--- src/cdsd_pkg.sv ---
// Shared types and constants for the card deck shuffle dealer.
package cdsd_pkg;

    localparam int WORD_W         = 16;
    localparam int OP_W           = 2;
    localparam int SUIT_W         = 2;
    localparam int RANK_W         = 4;
    localparam int SUIT_COUNT_DEF = 4;
    localparam int RANK_COUNT_DEF = 13;

    typedef enum logic [OP_W-1:0] {
        OP_RESTART = 2'd0,
        OP_SHUFFLE = 2'd1,
        OP_DEAL    = 2'd2,
        OP_PEEK    = 2'd3
    } op_t;

endpackage

--- src/card_deck_shuffle_dealer.sv ---
// Top level of the card deck shuffle dealer: card memory, sequencer and output register.
//
// The input channel (in_valid, in_stall, op, random_word) takes one command
// transaction at a time. The output channel (out_valid, out_stall and the result
// fields) returns exactly one result transaction per command.
// From acceptance to out_valid, a restart, a shuffle step once the shuffle is done
// and a deal or peek on an empty deck go straight to the emit state; a deal or
// peek otherwise reads the card memory and converts the card in the deal state;
// a shuffle step runs the bit-serial modulo unit, then the read and the two
// writes on the single-write-port card memory. A new command is taken in the
// cycle after its predecessor's result is loaded into the output register.
// Reset, like a restart, leaves the deck in suit-major order: a per-entry
// written flag makes every never-written entry read as its own position.
// While the receiver stalls, the result stays in the output register and the
// block finishes its current command, then holds in_stall high until the
// register can take the next result.
module card_deck_shuffle_dealer
    import cdsd_pkg::*;
#(
    parameter int SUIT_COUNT = SUIT_COUNT_DEF,
    parameter int RANK_COUNT = RANK_COUNT_DEF
)
(
    input  logic              clk,
    input  logic              rst_n,
    input  logic              in_valid,
    output logic              in_stall,
    input  logic [OP_W-1:0]   op,
    input  logic [WORD_W-1:0] random_word,
    output logic              out_valid,
    input  logic              out_stall,
    output logic              card_valid,
    output logic [SUIT_W-1:0] suit,
    output logic [RANK_W-1:0] rank,
    output logic              shuffle_done,
    output logic              deck_empty
);

    localparam int DECK    = SUIT_COUNT * RANK_COUNT;
    localparam int IW      = (DECK > 1) ? $clog2(DECK) : 1;
    localparam int SUIT_IW = (SUIT_COUNT > 1) ? $clog2(SUIT_COUNT) : 1;
    localparam logic [IW-1:0] LAST = IW'(DECK - 1);

    typedef enum logic [2:0] {
        ST_IDLE,
        ST_DIVIDE,
        ST_SWAP_RD,
        ST_SWAP_WR,
        ST_DEAL,
        ST_EMIT
    } state_t;

    state_t            state_reg;
    logic [IW-1:0]     swap_reg;
    logic [IW-1:0]     deal_reg;
    logic              empty_reg;
    logic [DECK-1:0]   written_reg;
    op_t               op_reg;
    logic              res_valid_reg;
    logic [SUIT_W-1:0] res_suit_reg;
    logic [RANK_W-1:0] res_rank_reg;
    logic              out_valid_reg;
    logic              card_valid_reg;
    logic [SUIT_W-1:0] suit_reg;
    logic [RANK_W-1:0] rank_reg;
    logic              shuffle_done_reg;
    logic              deck_empty_reg;

    logic [IW-1:0]     mem [DECK];
    logic [IW-1:0]     rd_a_data_reg;
    logic [IW-1:0]     rd_b_data_reg;
    logic [IW-1:0]     rd_a_addr_reg;
    logic [IW-1:0]     rd_b_addr_reg;
    logic              rd_a_init_reg;
    logic              rd_b_init_reg;

    logic              accept;
    logic              rd_en;
    logic [IW-1:0]     rd_a_addr;
    logic              wr_en;
    logic [IW-1:0]     wr_addr;
    logic [IW-1:0]     wr_data;
    logic [IW-1:0]     card_a;
    logic [IW-1:0]     card_b;
    logic              mod_start;
    logic              mod_done;
    logic [IW:0]       mod_rem;
    logic [SUIT_IW-1:0] conv_suit;
    logic [RANK_W-1:0] conv_rank;

    assign in_stall = (state_reg != ST_IDLE);
    assign accept   = in_valid && !in_stall;

    assign card_a = rd_a_init_reg ? rd_a_data_reg : rd_a_addr_reg;
    assign card_b = rd_b_init_reg ? rd_b_data_reg : rd_b_addr_reg;

    assign mod_start = accept && (op_t'(op) == OP_SHUFFLE) && (swap_reg != '0);

    always_comb
    begin
        rd_en     = 1'b0;
        rd_a_addr = deal_reg;
        wr_en     = 1'b0;
        wr_addr   = rd_a_addr_reg;
        wr_data   = card_b;
        case (state_reg)
            ST_IDLE:
            begin
                rd_en = accept && (op_t'(op) inside {OP_DEAL, OP_PEEK}) && !empty_reg;
            end
            ST_DIVIDE:
            begin
                rd_en     = mod_done;
                rd_a_addr = IW'(mod_rem);
            end
            ST_SWAP_RD:
            begin
                wr_en = 1'b1;
            end
            ST_SWAP_WR:
            begin
                wr_en   = 1'b1;
                wr_addr = swap_reg;
                wr_data = card_a;
            end
            default:
            begin
                rd_en = 1'b0;
            end
        endcase
    end

    always_comb
    begin
        conv_suit = '0;
        conv_rank = '0;
        for (int s = 0; s < SUIT_COUNT; s++)
        begin
            if (card_a >= IW'(s * RANK_COUNT))
            begin
                conv_suit = SUIT_IW'(s);
                conv_rank = RANK_W'(card_a - IW'(s * RANK_COUNT));
            end
        end
    end

    always_ff @(posedge clk)
    begin
        if (wr_en)
        begin
            mem[wr_addr] <= wr_data;
        end
        if (rd_en)
        begin
            rd_a_data_reg <= mem[rd_a_addr];
            rd_b_data_reg <= mem[swap_reg];
            rd_a_init_reg <= written_reg[rd_a_addr];
            rd_b_init_reg <= written_reg[swap_reg];
            rd_a_addr_reg <= rd_a_addr;
            rd_b_addr_reg <= swap_reg;
        end
    end

    cdsd_mod_unit #(
        .DIV_W(IW + 1)
    ) u_mod (
        .clk      (clk),
        .rst_n    (rst_n),
        .start    (mod_start),
        .dividend (random_word),
        .divisor  ({1'b0, swap_reg} + 1'b1),
        .done     (mod_done),
        .remainder(mod_rem)
    );

    always_ff @(posedge clk or negedge rst_n)
    begin
        if (!rst_n)
        begin
            state_reg        <= ST_IDLE;
            swap_reg         <= LAST;
            deal_reg         <= '0;
            empty_reg        <= 1'b0;
            written_reg      <= '0;
            op_reg           <= OP_RESTART;
            res_valid_reg    <= 1'b0;
            res_suit_reg     <= '0;
            res_rank_reg     <= '0;
            out_valid_reg    <= 1'b0;
            card_valid_reg   <= 1'b0;
            suit_reg         <= '0;
            rank_reg         <= '0;
            shuffle_done_reg <= 1'b0;
            deck_empty_reg   <= 1'b0;
        end
        else
        begin
            if (!out_stall && (state_reg != ST_EMIT))
            begin
                out_valid_reg <= 1'b0;
            end
            case (state_reg)
                ST_IDLE:
                begin
                    if (accept)
                    begin
                        op_reg        <= op_t'(op);
                        res_valid_reg <= 1'b0;
                        res_suit_reg  <= '0;
                        res_rank_reg  <= '0;
                        case (op_t'(op))
                            OP_RESTART:
                            begin
                                swap_reg    <= LAST;
                                deal_reg    <= '0;
                                empty_reg   <= 1'b0;
                                written_reg <= '0;
                                state_reg   <= ST_EMIT;
                            end
                            OP_SHUFFLE:
                            begin
                                state_reg <= (swap_reg != '0) ? ST_DIVIDE : ST_EMIT;
                            end
                            default:
                            begin
                                state_reg <= empty_reg ? ST_EMIT : ST_DEAL;
                            end
                        endcase
                    end
                end
                ST_DIVIDE:
                begin
                    if (mod_done)
                    begin
                        state_reg <= ST_SWAP_RD;
                    end
                end
                ST_SWAP_RD:
                begin
                    written_reg[rd_a_addr_reg] <= 1'b1;
                    state_reg                  <= ST_SWAP_WR;
                end
                ST_SWAP_WR:
                begin
                    written_reg[swap_reg] <= 1'b1;
                    swap_reg              <= swap_reg - 1'b1;
                    state_reg             <= ST_EMIT;
                end
                ST_DEAL:
                begin
                    res_valid_reg <= 1'b1;
                    res_suit_reg  <= SUIT_W'(conv_suit);
                    res_rank_reg  <= conv_rank;
                    if (op_reg == OP_DEAL)
                    begin
                        if (deal_reg == LAST)
                        begin
                            deal_reg  <= '0;
                            empty_reg <= 1'b1;
                        end
                        else
                        begin
                            deal_reg <= deal_reg + 1'b1;
                        end
                    end
                    state_reg <= ST_EMIT;
                end
                ST_EMIT:
                begin
                    if (!out_valid_reg || !out_stall)
                    begin
                        out_valid_reg    <= 1'b1;
                        card_valid_reg   <= res_valid_reg;
                        suit_reg         <= res_suit_reg;
                        rank_reg         <= res_rank_reg;
                        shuffle_done_reg <= (swap_reg == '0);
                        deck_empty_reg   <= empty_reg;
                        state_reg        <= ST_IDLE;
                    end
                end
                default:
                begin
                    state_reg <= ST_IDLE;
                end
            endcase
        end
    end

    assign out_valid    = out_valid_reg;
    assign card_valid   = card_valid_reg;
    assign suit         = suit_reg;
    assign rank         = rank_reg;
    assign shuffle_done = shuffle_done_reg;
    assign deck_empty   = deck_empty_reg;

endmodule

--- src/cdsd_mod_unit.sv ---
// Iterative restoring modulo unit, one dividend bit per cycle.
module cdsd_mod_unit
    import cdsd_pkg::*;
#(
    parameter int DIV_W = 7
)
(
    input  logic             clk,
    input  logic             rst_n,
    input  logic             start,
    input  logic [WORD_W-1:0] dividend,
    input  logic [DIV_W-1:0] divisor,
    output logic             done,
    output logic [DIV_W-1:0] remainder
);

    localparam int CNT_W = $clog2(WORD_W);

    logic [DIV_W-1:0]  rem_reg;
    logic [DIV_W-1:0]  rem_next;
    logic [WORD_W-1:0] dvd_reg;
    logic [DIV_W-1:0]  div_reg;
    logic [CNT_W-1:0]  count_reg;
    logic              busy_reg;
    logic              done_reg;
    logic [DIV_W:0]    trial;

    always_comb
    begin
        trial = {rem_reg, dvd_reg[WORD_W-1]};
        if (trial >= {1'b0, div_reg})
        begin
            rem_next = DIV_W'(trial - {1'b0, div_reg});
        end
        else
        begin
            rem_next = DIV_W'(trial);
        end
    end

    always_ff @(posedge clk or negedge rst_n)
    begin
        if (!rst_n)
        begin
            busy_reg  <= 1'b0;
            done_reg  <= 1'b0;
            count_reg <= '0;
        end
        else if (start)
        begin
            busy_reg  <= 1'b1;
            done_reg  <= 1'b0;
            count_reg <= '0;
        end
        else if (busy_reg)
        begin
            count_reg <= count_reg + 1'b1;
            if (count_reg == CNT_W'(WORD_W - 1))
            begin
                busy_reg <= 1'b0;
                done_reg <= 1'b1;
            end
        end
        else
        begin
            done_reg <= 1'b0;
        end
    end

    always_ff @(posedge clk)
    begin
        if (start)
        begin
            rem_reg <= '0;
            dvd_reg <= dividend;
            div_reg <= divisor;
        end
        else if (busy_reg)
        begin
            rem_reg <= rem_next;
            dvd_reg <= {dvd_reg[WORD_W-2:0], 1'b0};
        end
    end

    assign done      = done_reg;
    assign remainder = rem_reg;

endmodule

--- config.mk ---
export PLATFORM = sky130hd
export DESIGN_NAME = card_deck_shuffle_dealer
export DESIGN_NICKNAME = d
export VERILOG_FILES = /design/src/cdsd_pkg.sv /design/src/card_deck_shuffle_dealer.sv /design/src/cdsd_mod_unit.sv
export SDC_FILE = /design/constraint.sdc
export NUM_CORES = 1
export LEC_CHECK = 0
export BUFFER_PORTS_ARGS = -buffer_cell sky130_fd_sc_hd__buf_2
export CORE_MARGIN = 2
export CORE_UTILIZATION = 45
export CTS_CLUSTER_DIAMETER = 80
export DETAILED_ROUTE_END_ITERATION = 16
export PLACE_DENSITY_LB_ADDON = 0.25
export RECOVER_POWER = 25
export SYNTH_ARGS = -nofsm -noshare
export SYNTH_HDL_FRONTEND = slang
export SYNTH_SLANG_ARGS = --single-unit
--- constraint.sdc ---
create_clock -name clk -period 4.4 [get_ports clk]
set_input_delay 0.88 -clock clk [delete_from_list [all_inputs] [get_ports clk]]
set_output_delay 0.88 -clock clk [all_outputs]
set_load 0.01 [all_outputs]
==> results.md, run 1 <==
* Clk_skew at 0.0205 ns
* Vias in the first global route at 17000
* Crit path launch: swap_reg[4]
* Drt total wl at 72400 µm
* Share of the synthesized area in the top cell type at 0.490
* Drt wl/cell at 26.7 µm
* Max Cap Viol at 6
* Total gr overflow at 0
* Status: finished with violations
* Die H at 226 µm
* Gpl congestion at 0.985
* Iter 0 DRT Violations at 2306
* Worst r2r src: swap_reg[4]
* Max FFs per register at 312
* RR Endpoint: rd_b_data_reg[4]
* Clock transition at the registers of the reported paths at 0.06 ns
* Failing checks: capacitance limit, slew limit
* Post-Syn Area at 0.0221 mm²
* Final Cycle Share at 0.902
* Tot GR Track Use at 0.285
* CTS Hold Bufs at 0
* Syn_nets at 1995
* Die span in x at 226 µm
* CTS root buf: clkbuf_16
* Worst-Margin Slew at 2.44 ns
* Power, Total at 16.4 mW
* RSZ-0062 raised after global routing: no
* Setup crit end kind: register
* Vias per cell at 6.44
* Leading area contributor after synthesis: edfxtp_1
* Req. time, crit path at 4.80 ns
* Pwr Density at 657 mW/mm²
* Ratio of cells with drive above 1 in the final layout at 0.125
* Clock Latency Late Sink at 0.61 ns
* CP max FO at 31
* Register area share after synthesis at 0.601
* Worst r2r path cells at 5
* Placed cells at 2617
* Initial antenna violation count at 0
* Synth Flop Type: edfxtp_1
* Max Slew Vio Count at 212
* Hold crit path type: register to register
* # IOs at 33
* Synth cell types at 70
* Synth top area cells: edfxtp_1 49%, dfrtp_1 10%, nand2_1 5.3%, mux2i_1 3.7%, a22oi_1 3.4%
* Via count at 17500
* Global-route wire length before repair at 108000 µm
* Setup-failing EPs final at 0
* CP max stage delay at 1.36 ns
* Synthesis-to-finish area growth at 12.9%
* Yosys Warn Count at 0
* CP arrival at 4.37 ns
* H-tree depth at 2
* CP max stage cell: clkbuf_1
* Non-Filler Instances at 2708
* Peak VDD IR at 394 µV
* Multi-input gate area at 0.00821 mm²
* # rows at 81
* CP Cell Sequence: clkbuf_1 > nand2b_1 > a31oi_1 > o21ai_0 > o211ai_1
* HPWL after DPL at 48300 µm
* Post-synthesis cell count at 1953
* CTS tree: yes
* FF+latch count, synth at 461
* Highest Clock Rate at 252 MHz
* ANT nets after route at 0
* # Post-CTS Setup Buffers at 0
* P_leak at 9.17 nW
* Synth Area per Inst at 11.3 µm²
* Total core area at 0.0487 mm²
* Initial core utilization at 0.454
* WS Path Type: register to register
* Final TNS setup at 0 ns
* Die Area at 0.0510 mm²
* Hold slack at 0.483 ns
* Slew margin rel. at -0.629
* Hold Vio Cnt, Final at 0
* Register area at 0.0133 mm²
* Tmin final at 3.97 ns
* Crit path launch type: register
* Number of synthesized flops with an enable pin at 361
* Synth async-reset ratio at 0.202
* Number of gates resized after CTS at 0
* FILL cells at 4201
* CP Capture Point: rd_b_data_reg[4]
* Drt pass-1 iters at 7
* Total clock sinks at 461
* I/O Buffers at 32
* Final net count at 2046
* Number of diodes at 0
* Clk buf depth at 3
* Cts bufs inserted at 49
* Remaining DRCs at 0
* Largest net degree at the start of global routing at 100
* R2R setup slack at 0.43 ns
==> cell families after synthesis <==
| family | count (synthesis) | share of synthesized area |
|---|---|---|
| simple gates | 751 | 0.151 |
| flops | 461 | 0.601 |
| compound gates | 426 | 0.135 |
| buf+inv | 156 | 0.0298 |
| mux | 124 | 0.0661 |
| fa+ha+maj | 20 | 0.0116 |
| xor+xnor | 15 | 0.00594 |
==> per-layer routing <==
metal,global-route usage,part of all wire,up-vias
met5,0,0,-
met4,0.127,0.044,0
met3,0.0778,0.12,230
met2,0.431,0.44,1196
met1,0.385,0.39,8535
li1,-,-,7490
==> worst min path at each step <==
stage | startpoint | to | slack [ns] | cells after the start
final | op_reg[1] | op_reg[1] | 0.48 | 2
after global routing | op_reg[1] | op_reg[1] | 0.51 | 2
after CTS | rst_n | u_mod.count_reg[0] | 0.42 | 1
after detailed placement | op_reg[1] | op_reg[1] | 0.47 | 2
after global placement | op_reg[1] | op_reg[1] | 0.46 | 2
after floorplan | swap_reg[2] | rd_b_addr_reg[2] | 0.42 | 0
==> cell usage in the layout, fill, tap and decap left out, drive strengths merged, types with 14 or more instances in the layout <==
cell type	Yosys	routed
edfxtp	361	361
nand2	313	313
nor2	165	165
nand3	140	140
a21oi	104	104
buf	50	104
a22oi	101	101
dfrtp	89	89
clkbuf	76	87
mux2i	85	85
o21ai	38	38
a22o	34	34
nor3	34	34
inv	30	32
nand4	30	30
a31oi	29	29
a221oi	29	29
mux2	28	28
a32oi	20	20
ha	19	19
nor2b	17	17
clkinv	0	16
and3	14	14
==> through the flow <==
stage / setup WS (ns) / utilization / cell area, µm²
CTS: 0.784 / 0.515 / 25100
global route: 0.388 / 0.513 / 25000
global placement: 0.837 / 0.481 / 23500
detailed placement: 0.795 / 0.481 / 23500
finish: 0.432 / 0.513 / 25000
floorplan: 0.939 / - / 22100
==> power by group <==
group	total (mW)	internal, mW	switching (mW)
Sequential	5.59	5.26	0.326
Clock	4.25	2.47	1.78
Combinational	6.59	2.13	4.46
Total	16.4	9.87	6.56
==> critical path, delay by kind of cell (launching register included) <==
kind | cells | cell delay (ns)
AOI/OAI and AO/OA | 3 | 1.10
buffers and inverters | 1 | 1.36
DFF | 1 | 0.53
and+or+nand+nor | 1 | 0.75
==> area by class of cell <==
class                           count  share of cell area
Timing Repair Buffer              126              0.0351
Multi-Input combinational cell   1336               0.328
Tap cell                          664              0.0332
Clock buffer                       65              0.0560
Inverter                           30             0.00461
Clock inverter                     26             0.00991
Sequential cell                   461               0.533
==> Yosys cell counts (11+ instances only) <==
cell type  number
mux2_2         28
mux2i_1        81
a22o_1         34
nor3_1         34
edfxtp_1      361
mux4_2         11
ha_1           19
buf_2          29
buf_1          13
a32oi_1        20
clkbuf_1       76
a31oi_1        29
o21ai_0        38
nand3_1       140
a221oi_1       29
inv_1          26
nand4_1        30
dfrtp_1        89
a22oi_1       101
nand2_1       313
a21oi_1       103
nor2_1        163
a211oi_1       11
nor2b_1        17
and3_1         14
Power figures use the tool's default switching activity.
==> run 2, diff against run 1 <==
--- a/config.mk
+++ b/config.mk
@@ -6,6 +6,8 @@
 export NUM_CORES = 1
 export LEC_CHECK = 0
 export BUFFER_PORTS_ARGS = -buffer_cell sky130_fd_sc_hd__buf_2
+export CELL_PAD_IN_SITES_DETAIL_PLACEMENT = 0
+export CELL_PAD_IN_SITES_GLOBAL_PLACEMENT = 1
 export CORE_MARGIN = 2
 export CORE_UTILIZATION = 45
 export CTS_CLUSTER_DIAMETER = 80
==> constraint.sdc (replaced) <==
create_clock -name clk -period 3.3 [get_ports clk]
set_input_delay 0.66 -clock clk [delete_from_list [all_inputs] [get_ports clk]]
set_output_delay 0.66 -clock clk [all_outputs]
set_load 0.01 [all_outputs]
==> run 2 against run 1 <==
The run still ends with capacitance limit, slew limit left. Clock power increased by 46%. Global-route usage increased by 1.1 points. Sequential power increased by 33%. Sequential cell count unchanged. Register-to-register slack got worse by 0.40 ns. Setup slack got worse by 0.40 ns. Routed wire length increased by 3.7%. Clock skew increased by 0.011 ns. Combinational power increased by 47%. Highest routed layer unchanged.
==> results.md, run 2 (same netlist as run 1, synthesis figures left out) <==
* # rows at 81
* Gate power share at 0.415
* Setup-failing EPs final at 0
* Worst r2r path cells at 8
* Slew margin rel. at -0.101
* Global-route wire length before repair at 110000 µm
* Via count at 17300
* Internal at 14.1 mW
* Remaining DRCs at 0
* RR Endpoint: rd_b_data_reg[1]
* Iter 0 DRT Violations at 2022
* Clock network fraction of design power at 0.266
* Clock transition at the registers of the reported paths at 0.06 ns
* Placed cells at 2685
* Failing checks: capacitance limit, slew limit
* Peak VDD IR at 513 µV
* HPWL after DPL at 49900 µm
* Worst Hold Endpoint: op_reg[0]
* Worst r2r src: swap_reg[1]
* Highest Clock Rate at 306 MHz
* Drt pass-1 iters at 7
* Clk buf depth at 3
* ANT nets after route at 0
* Die span in x at 226 µm
* Total gr overflow at 0
* Net Sw Frac at 0.394
* Die Area at 0.0510 mm²
* Die H at 226 µm
* Setup crit end kind: register
* Worst-Margin Slew at 1.65 ns
* Worst hold path stage count at 3
* Req. time, crit path at 3.76 ns
* R2R setup slack at 0.03 ns
* Vias per cell at 6.23
* CTS root buf: clkbuf_16
* WS Path Type: register to register
* CP max stage delay at 0.78 ns
* Final net count at 2116
* RSZ-0062 raised after global routing: no
* Dpl ws at -0.106 ns
* Synthesis-to-finish area growth at 17.1%
* I/O Buffers at 32
* Vias in the first global route at 16800
* Largest net degree at the start of global routing at 58
* Initial antenna violation count at 0
* Most frequent cells in the layout: 361 x edfxtp_1, 313 x nand2_1, 162 x nor2_1
* P_leak at 9.67 nW
* Tmin final at 3.27 ns
* Max FFs per register at 312
* Total clock sinks at 461
* Initial core utilization at 0.454
* CP arrival at 3.73 ns
* Cts bufs inserted at 51
* Drt wl/cell at 27.0 µm
* Worst hold start: op[0]
* Sequential Power Share at 0.319
* Most common cell after layout, fill and taps aside: edfxtp_1
* Hold Vio Cnt, Final at 0
* Ratio of cells with drive above 1 in the final layout at 0.160
* Gpl congestion at 0.985
* Clk_skew at 0.0319 ns
* Pwr Density at 899 mW/mm²
* H-tree depth at 2
* Psw at 9.18 mW
* CP Cell Sequence: and3_1 > buf_4 > a22oi_1 > nand4_1 > o21ai_0 > o221a_2 > o21ai_0 > buf_4
* Drt total wl at 75000 µm
* CP max stage cell: and3_1
* CTS tree: yes
* Final TNS setup at 0 ns
* Hold crit path type: primary input to register
* Total core area at 0.0487 mm²
* Max Slew Vio Count at 27
* Status: finished with violations
* Crit path launch type: register
* CP max FO at 12
* Non-Filler Instances at 2782
* Tot GR Track Use at 0.296
* Clock Latency Late Sink at 0.62 ns
* Final Cycle Share at 0.991
* Worst setup margin at 0.0305 ns
* # IOs at 33
* Post-layout util at 0.532
* Max Cap Viol at 1
-- run 2: layout make-up --
type	instances	area (µm²)
timing repair buffer	194	1580
multi-input combinational	1336	8240
inverter	30	118
clock buffer	65	1450
sequential	461	13300
fill	4245	22800
tap	664	831
clock inverter	31	379
antenna	1	2.50
-- run 2: worst max path at each step --
stage                            start          endpoint  slack [ns]  depth (start not counted)
after floorplan           state_reg[2]         mem[0][0]       -0.16                          6
after global routing      state_reg[0]  rd_a_data_reg[1]        0.01                         10
after detailed placement  state_reg[1]  rd_a_data_reg[3]       -0.11                         10
final                      swap_reg[1]  rd_b_data_reg[1]        0.03                          8
after global placement    state_reg[1]  rd_a_data_reg[3]       -0.03                         10
after CTS                 state_reg[0]  rd_a_data_reg[1]        0.06                         10
-- run 2: power by group through the flow --
stage | clock network, mW | registers [mW] | logic [mW]
final | 6.19 | 7.42 | 9.67
after global routing | 6.48 | 7.47 | 10.2
after CTS | 6.26 | 7.42 | 9.52
after detailed placement | 0 | 7.53 | 9.47
after global placement | 0 | 7.52 | 9.40
after floorplan | 0 | 7.35 | 5.49
-- run 2: timing repair --
action,in CTS,in global routing
hold buffers,0,0
setup buffers,0,0
gates resized for setup,2,2
endpoints found under the setup margin,3,3
-- run 2: per-layer routing --
layer / vias to the layer above / part of all wire / track usage
li1: 7641 / - / -
met4: 0 / 0.047 / 0.137
met1: 8575 / 0.40 / 0.397
met5: - / 0 / 0
met3: 201 / 0.093 / 0.0595
met2: 923 / 0.46 / 0.465
-- run 2: through the flow --
step,instance area (µm²),hold WS [ns],power (mW)
floorplan,22100,0.364,12.8
global placement,24200,0.461,16.9
detailed placement,24200,0.466,17.0
CTS,26000,0.118,23.2
global route,25900,0.330,24.2
finish,25900,0.316,23.3
-- run 2: critical path, delay by kind of cell, from the launching register on --
kind / cells / cell delay (ns)
and+or+nand+nor: 2 / 1.04
AOI/OAI and AO/OA: 4 / 0.76
DFF: 1 / 0.74
buffers and inverters: 2 / 0.56
==> run 3, diff against run 2 <==
--- a/config.mk
+++ b/config.mk
@@ -9,7 +9,7 @@
 export CELL_PAD_IN_SITES_DETAIL_PLACEMENT = 0
 export CELL_PAD_IN_SITES_GLOBAL_PLACEMENT = 1
 export CORE_MARGIN = 2
-export CORE_UTILIZATION = 45
+export CORE_UTILIZATION = 47
 export CTS_CLUSTER_DIAMETER = 80
 export DETAILED_ROUTE_END_ITERATION = 16
 export PLACE_DENSITY_LB_ADDON = 0.25
==> run 3 against run 2 <==
The flow finishes with violations (capacitance limit, slew limit, setup timing). Final cell count down 2.3%. Hold slack better by 0.010 ns. Register-to-register slack worse by 0.05 ns. Routed wire length down 0.64%. Die area down 4.2%. First-iteration DRC count up 25%. Critical path depth down 2. Clock skew down 0.0062 ns. Sequential share of layout area up 0.55 points. Setup slack worse by 0.052 ns. Sequential cell count unchanged. Critical path type unchanged. Critical endpoint is now rd_b_data_reg[4]. Highest routed layer unchanged.
==> results.md, run 3 (same netlist as run 1, synthesis figures left out) <==
* CTS Hold Bufs at 0
* # rows at 79
* CTS tree: yes
* # IOs at 33
* Clk buf depth at 3
* Peak VDD IR at 485 µV
* Die H at 221 µm
* P_leak at 9.56 nW
* Max Cap Viol at 1
* Hold crit path type: primary input to register
* Largest net degree at the start of global routing at 58
* Max FFs per register at 312
* Drt total wl at 74600 µm
* Clk_skew at 0.0258 ns
* Remaining DRCs at 0
* CP arrival at 3.70 ns
* Most frequent cells in the layout: 361 x edfxtp_1, 313 x nand2_1, 161 x nor2_1
* H-tree depth at 2
* Total gr overflow at 0
* Worst setup margin at -0.0216 ns
* Tot GR Track Use at 0.301
* Via count at 17600
* Status: finished with violations
* Max Slew Vio Count at 27
* Vias per cell at 6.47
* Highest Clock Rate at 301 MHz
* CTS root buf: clkbuf_16
* Gpl congestion at 0.961
* Dpl ws at -0.145 ns
* WS Path Type: register to register
* Tmin final at 3.32 ns
* Die Area at 0.0488 mm²
* Final TNS setup at -0.0216 ns
* Most common cell after layout, fill and taps aside: edfxtp_1
* Placed cells at 2626
* Worst path bufs/invs at 2
* Vias in the first global route at 16800
* Worst hold path stage count at 3
* WP depth at 6
* Req. time, crit path at 3.68 ns
* Setup-failing EPs final at 1
* CP Cell Sequence: clkbuf_1 > nor4_1 > a311oi_1 > o21ai_0 > buf_4 > o211ai_1
* Initial antenna violation count at 0
* Pwr Density at 892 mW/mm²
* Ratio of cells with drive above 1 in the final layout at 0.157
* Hold Vio Cnt, Final at 0
* Clock Latency Late Sink at 0.61 ns
* Clock transition at the registers of the reported paths at 0.06 ns
* Non-Filler Instances at 2719
* Crit path launch type: register
* Synthesis-to-finish area growth at 15.8%
* Final net count at 2113
* Iter 0 DRT Violations at 2532
* Drt pass-1 iters at 8
* HPWL after DPL at 50500 µm
* Total clock sinks at 461
* Initial core utilization at 0.475
* Die span in x at 221 µm
* Slew margin rel. at -0.278
* Setup crit end kind: register
* Total core area at 0.0466 mm²
* CP max FO at 20
* CP max stage delay at 0.99 ns
* Worst r2r path cells at 6
* Failing checks: capacitance limit, slew limit, setup timing
* CP max stage cell: clkbuf_1
* Crit path max-delay family: buffers and inverters
* Final Cycle Share at 1.01
* Global-route wire length before repair at 110000 µm
* Number of diodes at 0
* I/O Buffers at 32
* Cts bufs inserted at 50
* RSZ-0062 raised after global routing: no
* ANT nets after route at 0
* Drt wl/cell at 27.4 µm
* Worst-Margin Slew at 1.92 ns
==> run 3: cell count changes in the layout (fill, tap and decap cells not counted), sizes merged <==
cell and change:
clkinvlp -3, diode -1, clkinv +6, bufinv -2
buf -4, inv +1, clkbuf -3
==> run 3: report_power, final <==
part	internal, mW	switching (mW)
logic	3.39	6.37
clock network	3.38	2.35
registers	7.01	0.361
total	13.8	9.08
==> run 3: timing repair <==
action / in CTS / in global routing
endpoints found under the setup margin: 1 / 5
resized for setup: 1 / 5
setup buffers: 0 / 0
==> run 3: final timing paths <==
path                                 start                to  slack, ns
min reg2reg                res_rank_reg[2]   res_rank_reg[2]       0.48
max in group asynchronous            rst_n   res_rank_reg[1]       1.09
max                            swap_reg[5]  rd_b_data_reg[4]      -0.02
min                                  op[0]         op_reg[0]       0.33
min in group asynchronous            rst_n    u_mod.busy_reg       0.41
max reg2reg                    swap_reg[5]  rd_b_data_reg[4]      -0.02
==> run 3: worst register-to-register path: cells and delay by family, from the launching register on <==
kind                   cells  cell delay [ns]
flip-flops                 1             0.73
AND/OR/NAND/NOR            1             0.29
buffers and inverters      2             1.19
AO/OA/AOI/OAI              3             0.90
==> run 3: area by class of cell <==
cell class,count,area [µm²]
fillers,3967,20900
flip-flops and latches,461,13300
multi-input cells,1336,8310
repair buffers,192,1480
clock buffers,60,1350
well taps,607,759
clock inverters,33,314
inverters,30,115
==> run 3: per-stage QoR <==
stage	utilization	power [mW]	hold WS (ns)	instance area (µm²)
floorplan	-	12.8	0.364	22100
global placement	0.515	16.8	0.461	24000
detailed placement	0.515	16.9	0.465	24000
CTS	0.551	22.6	0.129	25700
global route	0.551	23.7	0.338	25600
finish	0.551	22.9	0.327	25600
==> run 3: metal layers <==
metal | wire (µm) | share of wire | global-route usage | up-vias
li1 | - | - | - | 7633
met1 | 29800 | 0.40 | 0.408 | 8564
met2 | 33200 | 0.45 | 0.463 | 1172
met3 | 8190 | 0.11 | 0.0689 | 218
met4 | 3390 | 0.045 | 0.134 | 0
met5 | 0 | 0 | 0 | -
